===== src/oale_pkg.sv =====
package oale_pkg;

  // Default sizes of the list storage.
  localparam int DEPTH_DEF        = 32;
  localparam int KEY_BITS_DEF     = 64;
  localparam int PAYLOAD_BITS_DEF = 32;

  // Fixed widths of the fields on the ports.
  localparam int MODE_W = 3;
  localparam int POS_W  = 5;
  localparam int KEY_W  = 64;
  localparam int PAY_W  = 32;
  localparam int STS_W  = 2;
  localparam int CNT_W  = 6;

  typedef enum logic [MODE_W-1:0] {
    MODE_INSERT = 3'd0,
    MODE_DELETE = 3'd1,
    MODE_READ   = 3'd2,
    MODE_UPDATE = 3'd3,
    MODE_FIND   = 3'd4,
    MODE_CLEAR  = 3'd5
  } mode_t;

  typedef enum logic [STS_W-1:0] {
    STS_OK        = 2'd0,
    STS_FULL      = 2'd1,
    STS_NOT_FOUND = 2'd2,
    STS_BAD_POS   = 2'd3
  } status_t;

  typedef struct packed {
    logic [MODE_W-1:0] mode;
    logic [POS_W-1:0]  position;
    logic              append;
    logic [KEY_W-1:0]  key_in;
    logic [PAY_W-1:0]  payload_in;
  } in_item_t;

  typedef struct packed {
    logic [STS_W-1:0] status;
    logic [POS_W-1:0] found_position;
    logic [KEY_W-1:0] key_out;
    logic [PAY_W-1:0] payload_out;
    logic [CNT_W-1:0] entry_count;
    logic             is_empty;
  } out_item_t;

  typedef enum logic [2:0] {
    ST_IDLE,
    ST_DECODE,
    ST_SHIFT_UP,
    ST_INS_WR,
    ST_SHIFT_DN,
    ST_FIND,
    ST_RD_WAIT,
    ST_RESP
  } state_t;

  typedef enum logic [2:0] {
    RD_CNT_M1,
    RD_POS,
    RD_POS_P1,
    RD_ZERO,
    RD_IDX_M2,
    RD_IDX_P1,
    RD_IDX_P2
  } rd_sel_t;

  typedef enum logic {
    WR_ITEM,
    WR_RDATA
  } wr_sel_t;

  typedef enum logic [1:0] {
    WA_CNT,
    WA_POS,
    WA_IDX
  } wr_at_t;

  typedef enum logic [2:0] {
    IDX_HOLD,
    IDX_LOAD_CNT,
    IDX_LOAD_POS,
    IDX_ZERO,
    IDX_INC,
    IDX_DEC
  } idx_op_t;

  typedef enum logic [1:0] {
    CNT_HOLD,
    CNT_INC,
    CNT_DEC,
    CNT_CLR
  } cnt_op_t;

  // Commands from the controller to the datapath.
  typedef struct packed {
    logic    latch_item;
    logic    rd_en;
    rd_sel_t rd_sel;
    logic    wr_en;
    wr_sel_t wr_sel;
    wr_at_t  wr_at;
    idx_op_t idx_op;
    cnt_op_t cnt_op;
    logic    set_status;
    status_t status;
    logic    cap_entry;
    logic    cap_fpos;
    logic    out_load;
  } dp_ctl_t;

  // Status from the datapath to the controller.
  typedef struct packed {
    logic [MODE_W-1:0] mode;
    logic              append;
    logic              full;
    logic              pos_bad;
    logic              pos_last;
    logic              cnt_zero;
    logic              idx_m1_eq_pos;
    logic              idx_p1_eq_cnt;
    logic              idx_p2_eq_cnt;
    logic              key_match;
    logic              out_free;
  } dp_sts_t;

endpackage


===== src/ordered_array_list_engine_top.sv =====
// Positional list of up to DEPTH key/payload entries held in a memory with one
// read and one write port. Each command beat returns exactly one result beat
// carrying the status, the entry count and the empty flag. Commands are taken
// one at a time: a beat occupies the block until its result is loaded. Clear,
// update, append, failed commands and deleting the last entry go straight to
// the result and a read waits for its memory read, while an insert before a
// position, any other delete and a find walk the entries, so the entry memory,
// which moves or compares one entry per cycle through its one read and one
// write port, sets how long such a beat takes. A new command is accepted while
// the previous result still waits on out_stall.
module ordered_array_list_engine_top #(
  parameter int DEPTH        = oale_pkg::DEPTH_DEF,
  parameter int KEY_BITS     = oale_pkg::KEY_BITS_DEF,
  parameter int PAYLOAD_BITS = oale_pkg::PAYLOAD_BITS_DEF
) (
  input  logic                clk,
  input  logic                rst_n,
  input  logic                in_valid,
  output logic                in_stall,
  input  oale_pkg::in_item_t  in_data,
  output logic                out_valid,
  input  logic                out_stall,
  output oale_pkg::out_item_t out_data
);
  import oale_pkg::*;

  dp_ctl_t ctl;
  dp_sts_t sts;

  oale_ctrl u_ctrl (
    .clk      (clk),
    .rst_n    (rst_n),
    .in_valid (in_valid),
    .in_stall (in_stall),
    .sts      (sts),
    .ctl      (ctl)
  );

  oale_dp #(
    .DEPTH        (DEPTH),
    .KEY_BITS     (KEY_BITS),
    .PAYLOAD_BITS (PAYLOAD_BITS)
  ) u_dp (
    .clk       (clk),
    .rst_n     (rst_n),
    .in_data   (in_data),
    .ctl       (ctl),
    .sts       (sts),
    .out_stall (out_stall),
    .out_valid (out_valid),
    .out_data  (out_data)
  );

endmodule


===== src/oale_dp.sv =====
module oale_dp #(
  parameter int DEPTH        = oale_pkg::DEPTH_DEF,
  parameter int KEY_BITS     = oale_pkg::KEY_BITS_DEF,
  parameter int PAYLOAD_BITS = oale_pkg::PAYLOAD_BITS_DEF
) (
  input  logic                clk,
  input  logic                rst_n,
  input  oale_pkg::in_item_t  in_data,
  input  oale_pkg::dp_ctl_t   ctl,
  output oale_pkg::dp_sts_t   sts,
  input  logic                out_stall,
  output logic                out_valid,
  output oale_pkg::out_item_t out_data
);
  import oale_pkg::*;

  localparam int AW   = $clog2(DEPTH);
  localparam int CW   = $clog2(DEPTH + 1);
  localparam int CMPW = ((CW > POS_W) ? CW : POS_W) + 1;

  // Latched command.
  logic [MODE_W-1:0]       mode_r;
  logic [POS_W-1:0]        pos_r;
  logic                    app_r;
  logic [KEY_BITS-1:0]     key_r;
  logic [PAYLOAD_BITS-1:0] pay_r;

  logic [CW-1:0] count_r, count_nxt;
  logic [CW-1:0] idx_r, idx_nxt;

  logic [KEY_BITS-1:0]     key_mem [DEPTH];
  logic [PAYLOAD_BITS-1:0] pay_mem [DEPTH];
  logic [KEY_BITS-1:0]     rd_key_r;
  logic [PAYLOAD_BITS-1:0] rd_pay_r;
  logic [AW-1:0]           rd_addr, wr_addr;
  logic [KEY_BITS-1:0]     wr_key;
  logic [PAYLOAD_BITS-1:0] wr_pay;

  status_t                 res_status_r;
  logic [POS_W-1:0]        res_fpos_r;
  logic [KEY_BITS-1:0]     res_key_r;
  logic [PAYLOAD_BITS-1:0] res_pay_r;

  logic      out_valid_r, out_valid_nxt;
  out_item_t out_data_r;

  logic [CMPW-1:0] pos_ext, cnt_ext, idx_ext;

  assign pos_ext = CMPW'(pos_r);
  assign cnt_ext = CMPW'(count_r);
  assign idx_ext = CMPW'(idx_r);

  always_ff @(posedge clk) begin
    if (ctl.latch_item) begin
      mode_r <= in_data.mode;
      pos_r  <= in_data.position;
      app_r  <= in_data.append;
      key_r  <= KEY_BITS'(in_data.key_in);
      pay_r  <= PAYLOAD_BITS'(in_data.payload_in);
    end
  end

  always_comb begin
    unique case (ctl.cnt_op)
      CNT_INC: count_nxt = count_r + CW'(1);
      CNT_DEC: count_nxt = count_r - CW'(1);
      CNT_CLR: count_nxt = '0;
      default: count_nxt = count_r;
    endcase
  end

  always_comb begin
    unique case (ctl.idx_op)
      IDX_LOAD_CNT: idx_nxt = count_r;
      IDX_LOAD_POS: idx_nxt = CW'(pos_r);
      IDX_ZERO:     idx_nxt = '0;
      IDX_INC:      idx_nxt = idx_r + CW'(1);
      IDX_DEC:      idx_nxt = idx_r - CW'(1);
      default:      idx_nxt = idx_r;
    endcase
  end

  always_ff @(posedge clk) begin
    if (!rst_n) begin
      count_r <= '0;
      idx_r   <= '0;
    end else begin
      count_r <= count_nxt;
      idx_r   <= idx_nxt;
    end
  end

  always_comb begin
    unique case (ctl.rd_sel)
      RD_CNT_M1: rd_addr = AW'(cnt_ext - CMPW'(1));
      RD_POS:    rd_addr = AW'(pos_r);
      RD_POS_P1: rd_addr = AW'(pos_ext + CMPW'(1));
      RD_IDX_M2: rd_addr = AW'(idx_ext - CMPW'(2));
      RD_IDX_P1: rd_addr = AW'(idx_ext + CMPW'(1));
      RD_IDX_P2: rd_addr = AW'(idx_ext + CMPW'(2));
      default:   rd_addr = '0;
    endcase
  end

  always_comb begin
    unique case (ctl.wr_at)
      WA_CNT:  wr_addr = AW'(count_r);
      WA_POS:  wr_addr = AW'(pos_r);
      default: wr_addr = AW'(idx_r);
    endcase
  end

  assign wr_key = (ctl.wr_sel == WR_ITEM) ? key_r : rd_key_r;
  assign wr_pay = (ctl.wr_sel == WR_ITEM) ? pay_r : rd_pay_r;

  // Single write port and single registered read port; a shift reads one
  // entry ahead of the one it writes.
  always_ff @(posedge clk) begin
    if (ctl.wr_en) begin
      key_mem[wr_addr] <= wr_key;
      pay_mem[wr_addr] <= wr_pay;
    end
    if (ctl.rd_en) begin
      rd_key_r <= key_mem[rd_addr];
      rd_pay_r <= pay_mem[rd_addr];
    end
  end

  always_ff @(posedge clk) begin
    if (ctl.latch_item) begin
      res_status_r <= STS_OK;
      res_fpos_r   <= '0;
      res_key_r    <= '0;
      res_pay_r    <= '0;
    end else begin
      if (ctl.set_status) begin
        res_status_r <= ctl.status;
      end
      if (ctl.cap_entry) begin
        res_key_r <= rd_key_r;
        res_pay_r <= rd_pay_r;
      end
      if (ctl.cap_fpos) begin
        res_fpos_r <= POS_W'(idx_r);
      end
    end
  end

  always_comb begin
    if (ctl.out_load) begin
      out_valid_nxt = 1'b1;
    end else if (!out_stall) begin
      out_valid_nxt = 1'b0;
    end else begin
      out_valid_nxt = out_valid_r;
    end
  end

  always_ff @(posedge clk) begin
    if (!rst_n) begin
      out_valid_r <= 1'b0;
    end else begin
      out_valid_r <= out_valid_nxt;
    end
  end

  always_ff @(posedge clk) begin
    if (ctl.out_load) begin
      out_data_r.status         <= res_status_r;
      out_data_r.found_position <= res_fpos_r;
      out_data_r.key_out        <= KEY_W'(res_key_r);
      out_data_r.payload_out    <= PAY_W'(res_pay_r);
      out_data_r.entry_count    <= CNT_W'(count_r);
      out_data_r.is_empty       <= (count_r == '0);
    end
  end

  assign out_valid = out_valid_r;
  assign out_data  = out_data_r;

  always_comb begin
    sts.mode          = mode_r;
    sts.append        = app_r;
    sts.full          = (count_r == CW'(DEPTH));
    sts.pos_bad       = (pos_ext >= cnt_ext);
    sts.pos_last      = ((pos_ext + CMPW'(1)) == cnt_ext);
    sts.cnt_zero      = (count_r == '0);
    sts.idx_m1_eq_pos = (idx_ext == (pos_ext + CMPW'(1)));
    sts.idx_p1_eq_cnt = ((idx_ext + CMPW'(1)) == cnt_ext);
    sts.idx_p2_eq_cnt = ((idx_ext + CMPW'(2)) == cnt_ext);
    sts.key_match     = (rd_key_r == key_r);
    sts.out_free      = !out_valid_r || !out_stall;
  end

  a_cnt_range: assert property (@(posedge clk) disable iff (!rst_n)
    count_r <= CW'(DEPTH))
    else $error("entry count beyond list depth");

  a_load_free: assert property (@(posedge clk) disable iff (!rst_n)
    ctl.out_load |-> (!out_valid_r || !out_stall))
    else $error("result overwrites a beat still waiting");

  a_wr_in_list: assert property (@(posedge clk) disable iff (!rst_n)
    ctl.wr_en |-> (CMPW'(wr_addr) <= cnt_ext))
    else $error("write beyond the end of the list");

  a_cnt_inc: assert property (@(posedge clk) disable iff (!rst_n)
    (ctl.cnt_op == CNT_INC) |=> (count_r == $past(count_r) + CW'(1)))
    else $error("count did not advance on insert");

endmodule


===== src/oale_ctrl.sv =====
module oale_ctrl (
  input  logic              clk,
  input  logic              rst_n,
  input  logic              in_valid,
  output logic              in_stall,
  input  oale_pkg::dp_sts_t sts,
  output oale_pkg::dp_ctl_t ctl
);
  import oale_pkg::*;

  state_t state_r, state_nxt;

  always_ff @(posedge clk) begin
    if (!rst_n) begin
      state_r <= ST_IDLE;
    end else begin
      state_r <= state_nxt;
    end
  end

  always_comb begin
    state_nxt      = state_r;
    in_stall       = 1'b1;
    ctl.latch_item = 1'b0;
    ctl.rd_en      = 1'b0;
    ctl.rd_sel     = RD_ZERO;
    ctl.wr_en      = 1'b0;
    ctl.wr_sel     = WR_ITEM;
    ctl.wr_at      = WA_IDX;
    ctl.idx_op     = IDX_HOLD;
    ctl.cnt_op     = CNT_HOLD;
    ctl.set_status = 1'b0;
    ctl.status     = STS_OK;
    ctl.cap_entry  = 1'b0;
    ctl.cap_fpos   = 1'b0;
    ctl.out_load   = 1'b0;

    unique case (state_r)
      ST_IDLE: begin
        in_stall       = 1'b0;
        ctl.latch_item = in_valid;
        if (in_valid) begin
          state_nxt = ST_DECODE;
        end
      end

      ST_DECODE: begin
        state_nxt = ST_RESP;
        unique case (sts.mode)
          MODE_INSERT: begin
            priority if (sts.full) begin
              ctl.set_status = 1'b1;
              ctl.status     = STS_FULL;
            end else if (sts.append) begin
              ctl.wr_en  = 1'b1;
              ctl.wr_at  = WA_CNT;
              ctl.cnt_op = CNT_INC;
            end else if (sts.pos_bad) begin
              ctl.set_status = 1'b1;
              ctl.status     = STS_BAD_POS;
            end else begin
              // Walk down from the last entry, moving each one up a place.
              ctl.rd_en  = 1'b1;
              ctl.rd_sel = RD_CNT_M1;
              ctl.idx_op = IDX_LOAD_CNT;
              state_nxt  = ST_SHIFT_UP;
            end
          end
          MODE_DELETE: begin
            priority if (sts.pos_bad) begin
              ctl.set_status = 1'b1;
              ctl.status     = STS_BAD_POS;
            end else if (sts.pos_last) begin
              ctl.cnt_op = CNT_DEC;
            end else begin
              ctl.rd_en  = 1'b1;
              ctl.rd_sel = RD_POS_P1;
              ctl.idx_op = IDX_LOAD_POS;
              state_nxt  = ST_SHIFT_DN;
            end
          end
          MODE_READ: begin
            if (sts.pos_bad) begin
              ctl.set_status = 1'b1;
              ctl.status     = STS_BAD_POS;
            end else begin
              ctl.rd_en  = 1'b1;
              ctl.rd_sel = RD_POS;
              state_nxt  = ST_RD_WAIT;
            end
          end
          MODE_UPDATE: begin
            if (sts.pos_bad) begin
              ctl.set_status = 1'b1;
              ctl.status     = STS_BAD_POS;
            end else begin
              ctl.wr_en = 1'b1;
              ctl.wr_at = WA_POS;
            end
          end
          MODE_FIND: begin
            if (sts.cnt_zero) begin
              ctl.set_status = 1'b1;
              ctl.status     = STS_NOT_FOUND;
            end else begin
              ctl.rd_en  = 1'b1;
              ctl.rd_sel = RD_ZERO;
              ctl.idx_op = IDX_ZERO;
              state_nxt  = ST_FIND;
            end
          end
          MODE_CLEAR: begin
            ctl.cnt_op = CNT_CLR;
          end
          default: begin
            ctl.set_status = 1'b1;
            ctl.status     = STS_BAD_POS;
          end
        endcase
      end

      ST_SHIFT_UP: begin
        ctl.wr_en  = 1'b1;
        ctl.wr_sel = WR_RDATA;
        ctl.wr_at  = WA_IDX;
        if (sts.idx_m1_eq_pos) begin
          state_nxt = ST_INS_WR;
        end else begin
          ctl.rd_en  = 1'b1;
          ctl.rd_sel = RD_IDX_M2;
          ctl.idx_op = IDX_DEC;
        end
      end

      ST_INS_WR: begin
        ctl.wr_en  = 1'b1;
        ctl.wr_at  = WA_POS;
        ctl.cnt_op = CNT_INC;
        state_nxt  = ST_RESP;
      end

      ST_SHIFT_DN: begin
        ctl.wr_en  = 1'b1;
        ctl.wr_sel = WR_RDATA;
        ctl.wr_at  = WA_IDX;
        if (sts.idx_p2_eq_cnt) begin
          ctl.cnt_op = CNT_DEC;
          state_nxt  = ST_RESP;
        end else begin
          ctl.rd_en  = 1'b1;
          ctl.rd_sel = RD_IDX_P2;
          ctl.idx_op = IDX_INC;
        end
      end

      ST_FIND: begin
        priority if (sts.key_match) begin
          ctl.cap_entry = 1'b1;
          ctl.cap_fpos  = 1'b1;
          state_nxt     = ST_RESP;
        end else if (sts.idx_p1_eq_cnt) begin
          ctl.set_status = 1'b1;
          ctl.status     = STS_NOT_FOUND;
          state_nxt      = ST_RESP;
        end else begin
          ctl.rd_en  = 1'b1;
          ctl.rd_sel = RD_IDX_P1;
          ctl.idx_op = IDX_INC;
        end
      end

      ST_RD_WAIT: begin
        ctl.cap_entry = 1'b1;
        state_nxt     = ST_RESP;
      end

      ST_RESP: begin
        if (sts.out_free) begin
          ctl.out_load = 1'b1;
          state_nxt    = ST_IDLE;
        end
      end

      default: begin
        state_nxt = ST_IDLE;
      end
    endcase
  end

  a_accept_decode: assert property (@(posedge clk) disable iff (!rst_n)
    (in_valid && !in_stall) |=> (state_r == ST_DECODE))
    else $error("accepted beat not decoded");

  a_shift_up_insert: assert property (@(posedge clk) disable iff (!rst_n)
    (state_r == ST_SHIFT_UP || state_r == ST_INS_WR) |-> (sts.mode == MODE_INSERT))
    else $error("upward shift outside an insert");

  a_find_mode: assert property (@(posedge clk) disable iff (!rst_n)
    (state_r == ST_FIND) |-> (sts.mode == MODE_FIND && !sts.cnt_zero))
    else $error("search running without a find on a filled list");

endmodule


===== config.mk =====
export PLATFORM = sky130hd
export DESIGN_NAME = ordered_array_list_engine_top
export DESIGN_NICKNAME = d
export VERILOG_FILES = /design/src/oale_pkg.sv /design/src/ordered_array_list_engine_top.sv /design/src/oale_dp.sv /design/src/oale_ctrl.sv
export SDC_FILE = /design/constraint.sdc
export NUM_CORES = 2
export LEC_CHECK = 0
export BUFFER_PORTS_ARGS = -buffer_cell sky130_fd_sc_hd__buf_4
export CAP_MARGIN = 20
export CELL_PAD_IN_SITES_DETAIL_PLACEMENT = 0
export CELL_PAD_IN_SITES_GLOBAL_PLACEMENT = 2
export CORE_AREA = 3 3 517 519
export CTS_BUF_LIST = sky130_fd_sc_hd__clkbuf_4 sky130_fd_sc_hd__clkbuf_8
export DETAILED_ROUTE_END_ITERATION = 8
export DIE_AREA = 0 0 520 522
export PLACE_DENSITY = 0.95
export SLEW_MARGIN = 20
export SYNTH_ARGS = -nofsm -noshare
export SYNTH_HDL_FRONTEND = slang
export SYNTH_SLANG_ARGS = --single-unit

===== constraint.sdc =====
create_clock -name clk -period 13.2 [get_ports clk]
set_input_delay 3.96 -clock clk [delete_from_list [all_inputs] [get_ports clk]]
set_output_delay 3.96 -clock clk [all_outputs]
set_load 0.02 [all_outputs]

==> results.md <==
| Result | Reported |
| --- | --- |
| Hpwl dp | 201 mm |
| Power density cells | 268 nW/um2 |
| Pre-CTS setup slack | 6.08 ns |
| Number of max-slew violations in the final report | 0 |
| Die height | 522 um |
| Die W | 520 um |
| Mean instance size in the synthesized netlist | 14.5 um2 |
| Post-Synth Simple-Gate Area | 0.0990 |
| Quantity of gates resized following cts | 0 |
| Data arrival at the endpoint of the critical path | 8.27 ns |
| Cell type contributing the most total cell area after synthesis | sky130_fd_sc_hd__edfxtp_1 |
| Worst-case headroom to the max-slew limit | 0.182 |
| Number of maximum-capacitance violations | 0 |
| Critical setup path kind | reg -> reg |
| RSZ-0062 raised after global routing | no |
| Sinks on the clock net | 3502 |
| Post-CTS setup repair buffer count | 0 |
| Synth area leaders | sky130_fd_sc_hd__edfxtp_1 (74%), sky130_fd_sc_hd__nand2_1 (6.4%), sky130_fd_sc_hd__mux2i_1 (2.9%), sky130_fd_sc_hd__nand3_1 (2.2%), sky130_fd_sc_hd__a32oi_1 (1.9%) |
| Share of post-route cells with drive strength above 1 | 0.142 |
| Ports | 221 |
| Leading cell type in the layout, fill and taps excluded | sky130_fd_sc_hd__edfxtp_1 |
| Clock tree skew after final layout | 0.0639 ns |
| Critical R2R Capture | u_dp.rd_key_r[18] |
| Pwr Total | 41.0 mW |
| Instance area after placement | 142000 um2 |
| Accumulated negative setup slack | 0 ns |
| CTS H-tree lvls | 6 |
| Nets | 9874 |
| Post-route worst setup slack | 5.64 ns |
| Detailed Route WL | 423 mm |
| Die area | 271000 um2 |
| Sequential share of power | 0.396 |
| First-pass GRT wire length | 598 mm |
| Main combinational cell family by area after synthesis | simple AND/OR/NAND/NOR gates |
| Reg-to-reg slack, setup | 5.64 ns |
| Crit-path max cell delay | 0.86 ns |
| Post-route DRC | 0 |
| Cell-by-cell listing of the critical path | xnor2_1, nand4_1, nor4_1, nand4_1, nand3_2, o2111ai_4, buf_4, buf_12, nor2_4, buf_4, buf_12, a32oi_1, o311ai_1, a32oi_1 |
| GPL Wtd Cong | 0.834 |
| Highest-count cells in the layout ignoring fill and taps | sky130_fd_sc_hd__edfxtp_1 (3383), sky130_fd_sc_hd__nand2_1 (2328), sky130_fd_sc_hd__clkbuf_8 (609), sky130_fd_sc_hd__nand3_1 (592), sky130_fd_sc_hd__a21oi_1 (417) |
| CP required | 13.91 ns |
| Switch Pwr | 16.5 mW |
| Maximum number of pins on one net before global-route repair | 188 |
| Share of cell area taken by muxes after synthesis | 0.0373 |
| Synth cell types | 74 |
| CTS tree | done |
| Drt pass-1 iters | 8 |
| Leading register cell type out of synthesis | sky130_fd_sc_hd__edfxtp_1 |
| Cell internal power dissipation | 24.5 mW |
| Family with the most delay on the worst path | simple AND/OR/NAND/NOR gates |
| Combinational share of power | 0.380 |
| Synthesized instance count | 9425 |
| Adder and majority gate portion of the synthesized area | 0.00203 |
| Min-Delay Path Depth | 0 |
| FF-to-FF path depth | 14 |
| Worst hold-check path type | reg -> reg |
| Initial Utilization | 0.520 |
| Slowest stage cell, crit path | sky130_fd_sc_hd__nand4_1 |
| CTS root buf | sky130_fd_sc_hd__clkbuf_8 |
| Cell area after synthesis | 137000 um2 |
| Share of synthesized flip-flops with an asynchronous set or reset | 0 |
| Flip-flop and latch count after synthesis | 3502 |
| Net count of the mapped netlist | 9555 |
| Tcrit/Tclk final | 0.573 |
| Hold endpoint | u_dp.out_data[44] |
| Count of warnings emitted by yosys | 0 |
| Compound-cell area share of the yosys netlist | 0.0704 |
| Max Clock Freq | 132 MHz |
| Initial antenna violation count | 9 |
| Global routing usage summed across all routing layers | 0.303 |
| Total congestion overflow | 0 |
| Layout area overhead | 11.8% |
| Xor-xnor portion of the synthesized cell area | 0.00673 |
| EDFF count, synth | 3383 |
| Worst-case vdd ir drop | 642 uV |
| Setup crit end kind | flop |
| Total via count after detailed routing | 87900 |
| Max clock buf depth | 4 |
| Detailed Route Iter0 Violations | 13800 |
| Floorplan core area | 263000 um2 |
| Site Rows | 188 |
| Average detailed-routed wire length per instance | 30.9 um |
| Vias in the first global route | 84400 |
| Final setup violation count | 0 |
| Critical path fanouts, max | 130 |
| Critical Path Source Type | flop |
| Fraction of power spent switching nets | 0.402 |
| Status | complete, no violations |
| Hold buffer count at CTS | 0 |
| Clock share of power | 0.224 |
| Leakage Power | 52.5 nW |
| Number of buffer and inverter instances along the worst setup path | 4 |
| Shortest period the worst path allows | 7.56 ns |
| Fin. Hold Viols | 0 |
| Worst slew pin tran | 1.23 ns |
| CTS buffer count | 563 |
| Worst flop-to-flop path startpoint | u_dp.rd_key_r[56] |
| Hold slack final | 0.414 ns |
| Final instance area | 153000 um2 |
| Mean number of vias per cell | 6.42 |
| Top-area cell type share of the netlist area | 0.744 |
| Input/output buffers | 220 |
| Beginning of the worst hold path | u_dp.res_key_r[5] |
| Clock-pin slew on the worst setup and hold paths | 0.06 ns |
| Latest clock arrival within the worst-skew pair | 1.06 ns |
| Seq/Total Area, Yosys | 0.762 |
| Post-route ant nets | 0 |
-- area by class of cell --
cell class              count  area [um2]
clock inverters           167        1040
clock buffers             816        9940
repair buffers            389        3360
flip-flops and latches   3502      104000
multi-input cells        5263       29800
diodes                      6        15.0
inverters                  25        93.8
well taps                3515        4400
fillers                 20000      110000
-- power groups by stage --
stage          sequential (mW)  clock [mW]  combinational (mW)
6_report                  16.2        9.19                15.6
5_1_grt                   16.3        9.75                16.5
4_1_cts                   16.2        9.25                15.2
3_5_place_dp              16.4           0                15.2
3_3_place_gp              16.4           0                14.8
2_1_floorplan             16.1           0                10.1
-- through the flow --
stage / utilization / cells
finish: 0.581 / 13700
global placement: 0.539 / 12700
CTS: 0.581 / 13700
floorplan: - / 9425
detailed placement: 0.540 / 12700
global route: 0.581 / 13700
-- worst reg2reg max path, cell delays in order (launching register included) --
cell and delay (ns):
sky130_fd_sc_hd__edfxtp_1 0.43, sky130_fd_sc_hd__xnor2_1 0.76, sky130_fd_sc_hd__nand4_1 0.51, sky130_fd_sc_hd__nor4_1 0.78, sky130_fd_sc_hd__nand4_1 0.86, sky130_fd_sc_hd__nand3_2 0.55
sky130_fd_sc_hd__o2111ai_4 0.13, sky130_fd_sc_hd__buf_4 0.31, sky130_fd_sc_hd__buf_12 0.45, sky130_fd_sc_hd__nor2_4 0.29, sky130_fd_sc_hd__buf_4 0.73, sky130_fd_sc_hd__buf_12 0.70
sky130_fd_sc_hd__a32oi_1 0.42, sky130_fd_sc_hd__o311ai_1 0.16, sky130_fd_sc_hd__a32oi_1 0.17
-- cell usage after synthesis (all sizes together), types with 7 or more instances --
cell / count
nor3: 12
nand2: 2330
mux2: 96
xor2: 14
or3: 9
o211ai: 9
nor2b: 8
o21ai: 21
a22oi: 10
o311ai: 190
a31oi: 294
nand3: 593
dfxtp: 119
nand4: 118
inv: 24
clkbuf: 261
xnor2: 90
buf: 374
o22ai: 8
a21oi: 418
nor4: 7
ha: 19
mux2i: 401
o2111ai: 100
a32oi: 289
edfxtp: 3383
nor2: 172
-- routing by layer --
layer | vias up | global-route usage | part of all wire
li1 | 36500 | - | -
met3 | 1178 | 0.0550 | 0.11
met2 | 6475 | 0.481 | 0.47
met4 | 0 | 0.164 | 0.060
met1 | 43700 | 0.400 | 0.36
met5 | - | 0 | 0
-- worst max path at each step --
| stage | depth (start not counted) | start | endpoint |
|---|---|---|---|
| 4_1_cts | 14 | u_dp.rd_key_r[56] | u_dp.rd_key_r[7] |
| 3_5_place_dp | 14 | u_dp.rd_key_r[56] | u_dp.rd_key_r[19] |
| 3_3_place_gp | 14 | u_dp.rd_key_r[36] | u_dp.rd_pay_r[24] |
| 6_report | 14 | u_dp.rd_key_r[56] | u_dp.rd_key_r[18] |
| 5_1_grt | 13 | u_dp.rd_key_r[56] | u_dp.rd_pay_r[17] |
| 2_1_floorplan | 3 | out_stall | u_ctrl.state_r[1] |
-- sequential cells by signal, indices dropped and copies added (netlist names), 3 cells and up --
register	count
u_dp.key_mem	2048
u_dp.pay_mem	1024
u_dp.out_data	110
u_dp.key_r	64
u_dp.rd_key_r	64
u_dp.res_key_r	64
u_dp.pay_r	32
u_dp.rd_pay_r	32
u_dp.res_pay_r	32
u_dp.count_r	6
u_dp.idx_r	6
u_dp.pos_r	5
u_dp.res_fpos_r	5
u_ctrl.state_r	3
u_dp.mode_r	3
-- kinds of logic (layout without fill, tap and decap cells) --
family	Yosys count	in the layout
and+or+nand+nor	3271	3271
adders and majority gates	21	21
buffers and inverters	660	1397
muxes	497	497
AOI/OAI and AO/OA	1370	1370
DFF	3502	3502
other	0	6
xor gates and xnor gates	104	104
Power figures use the tool's default switching activity.
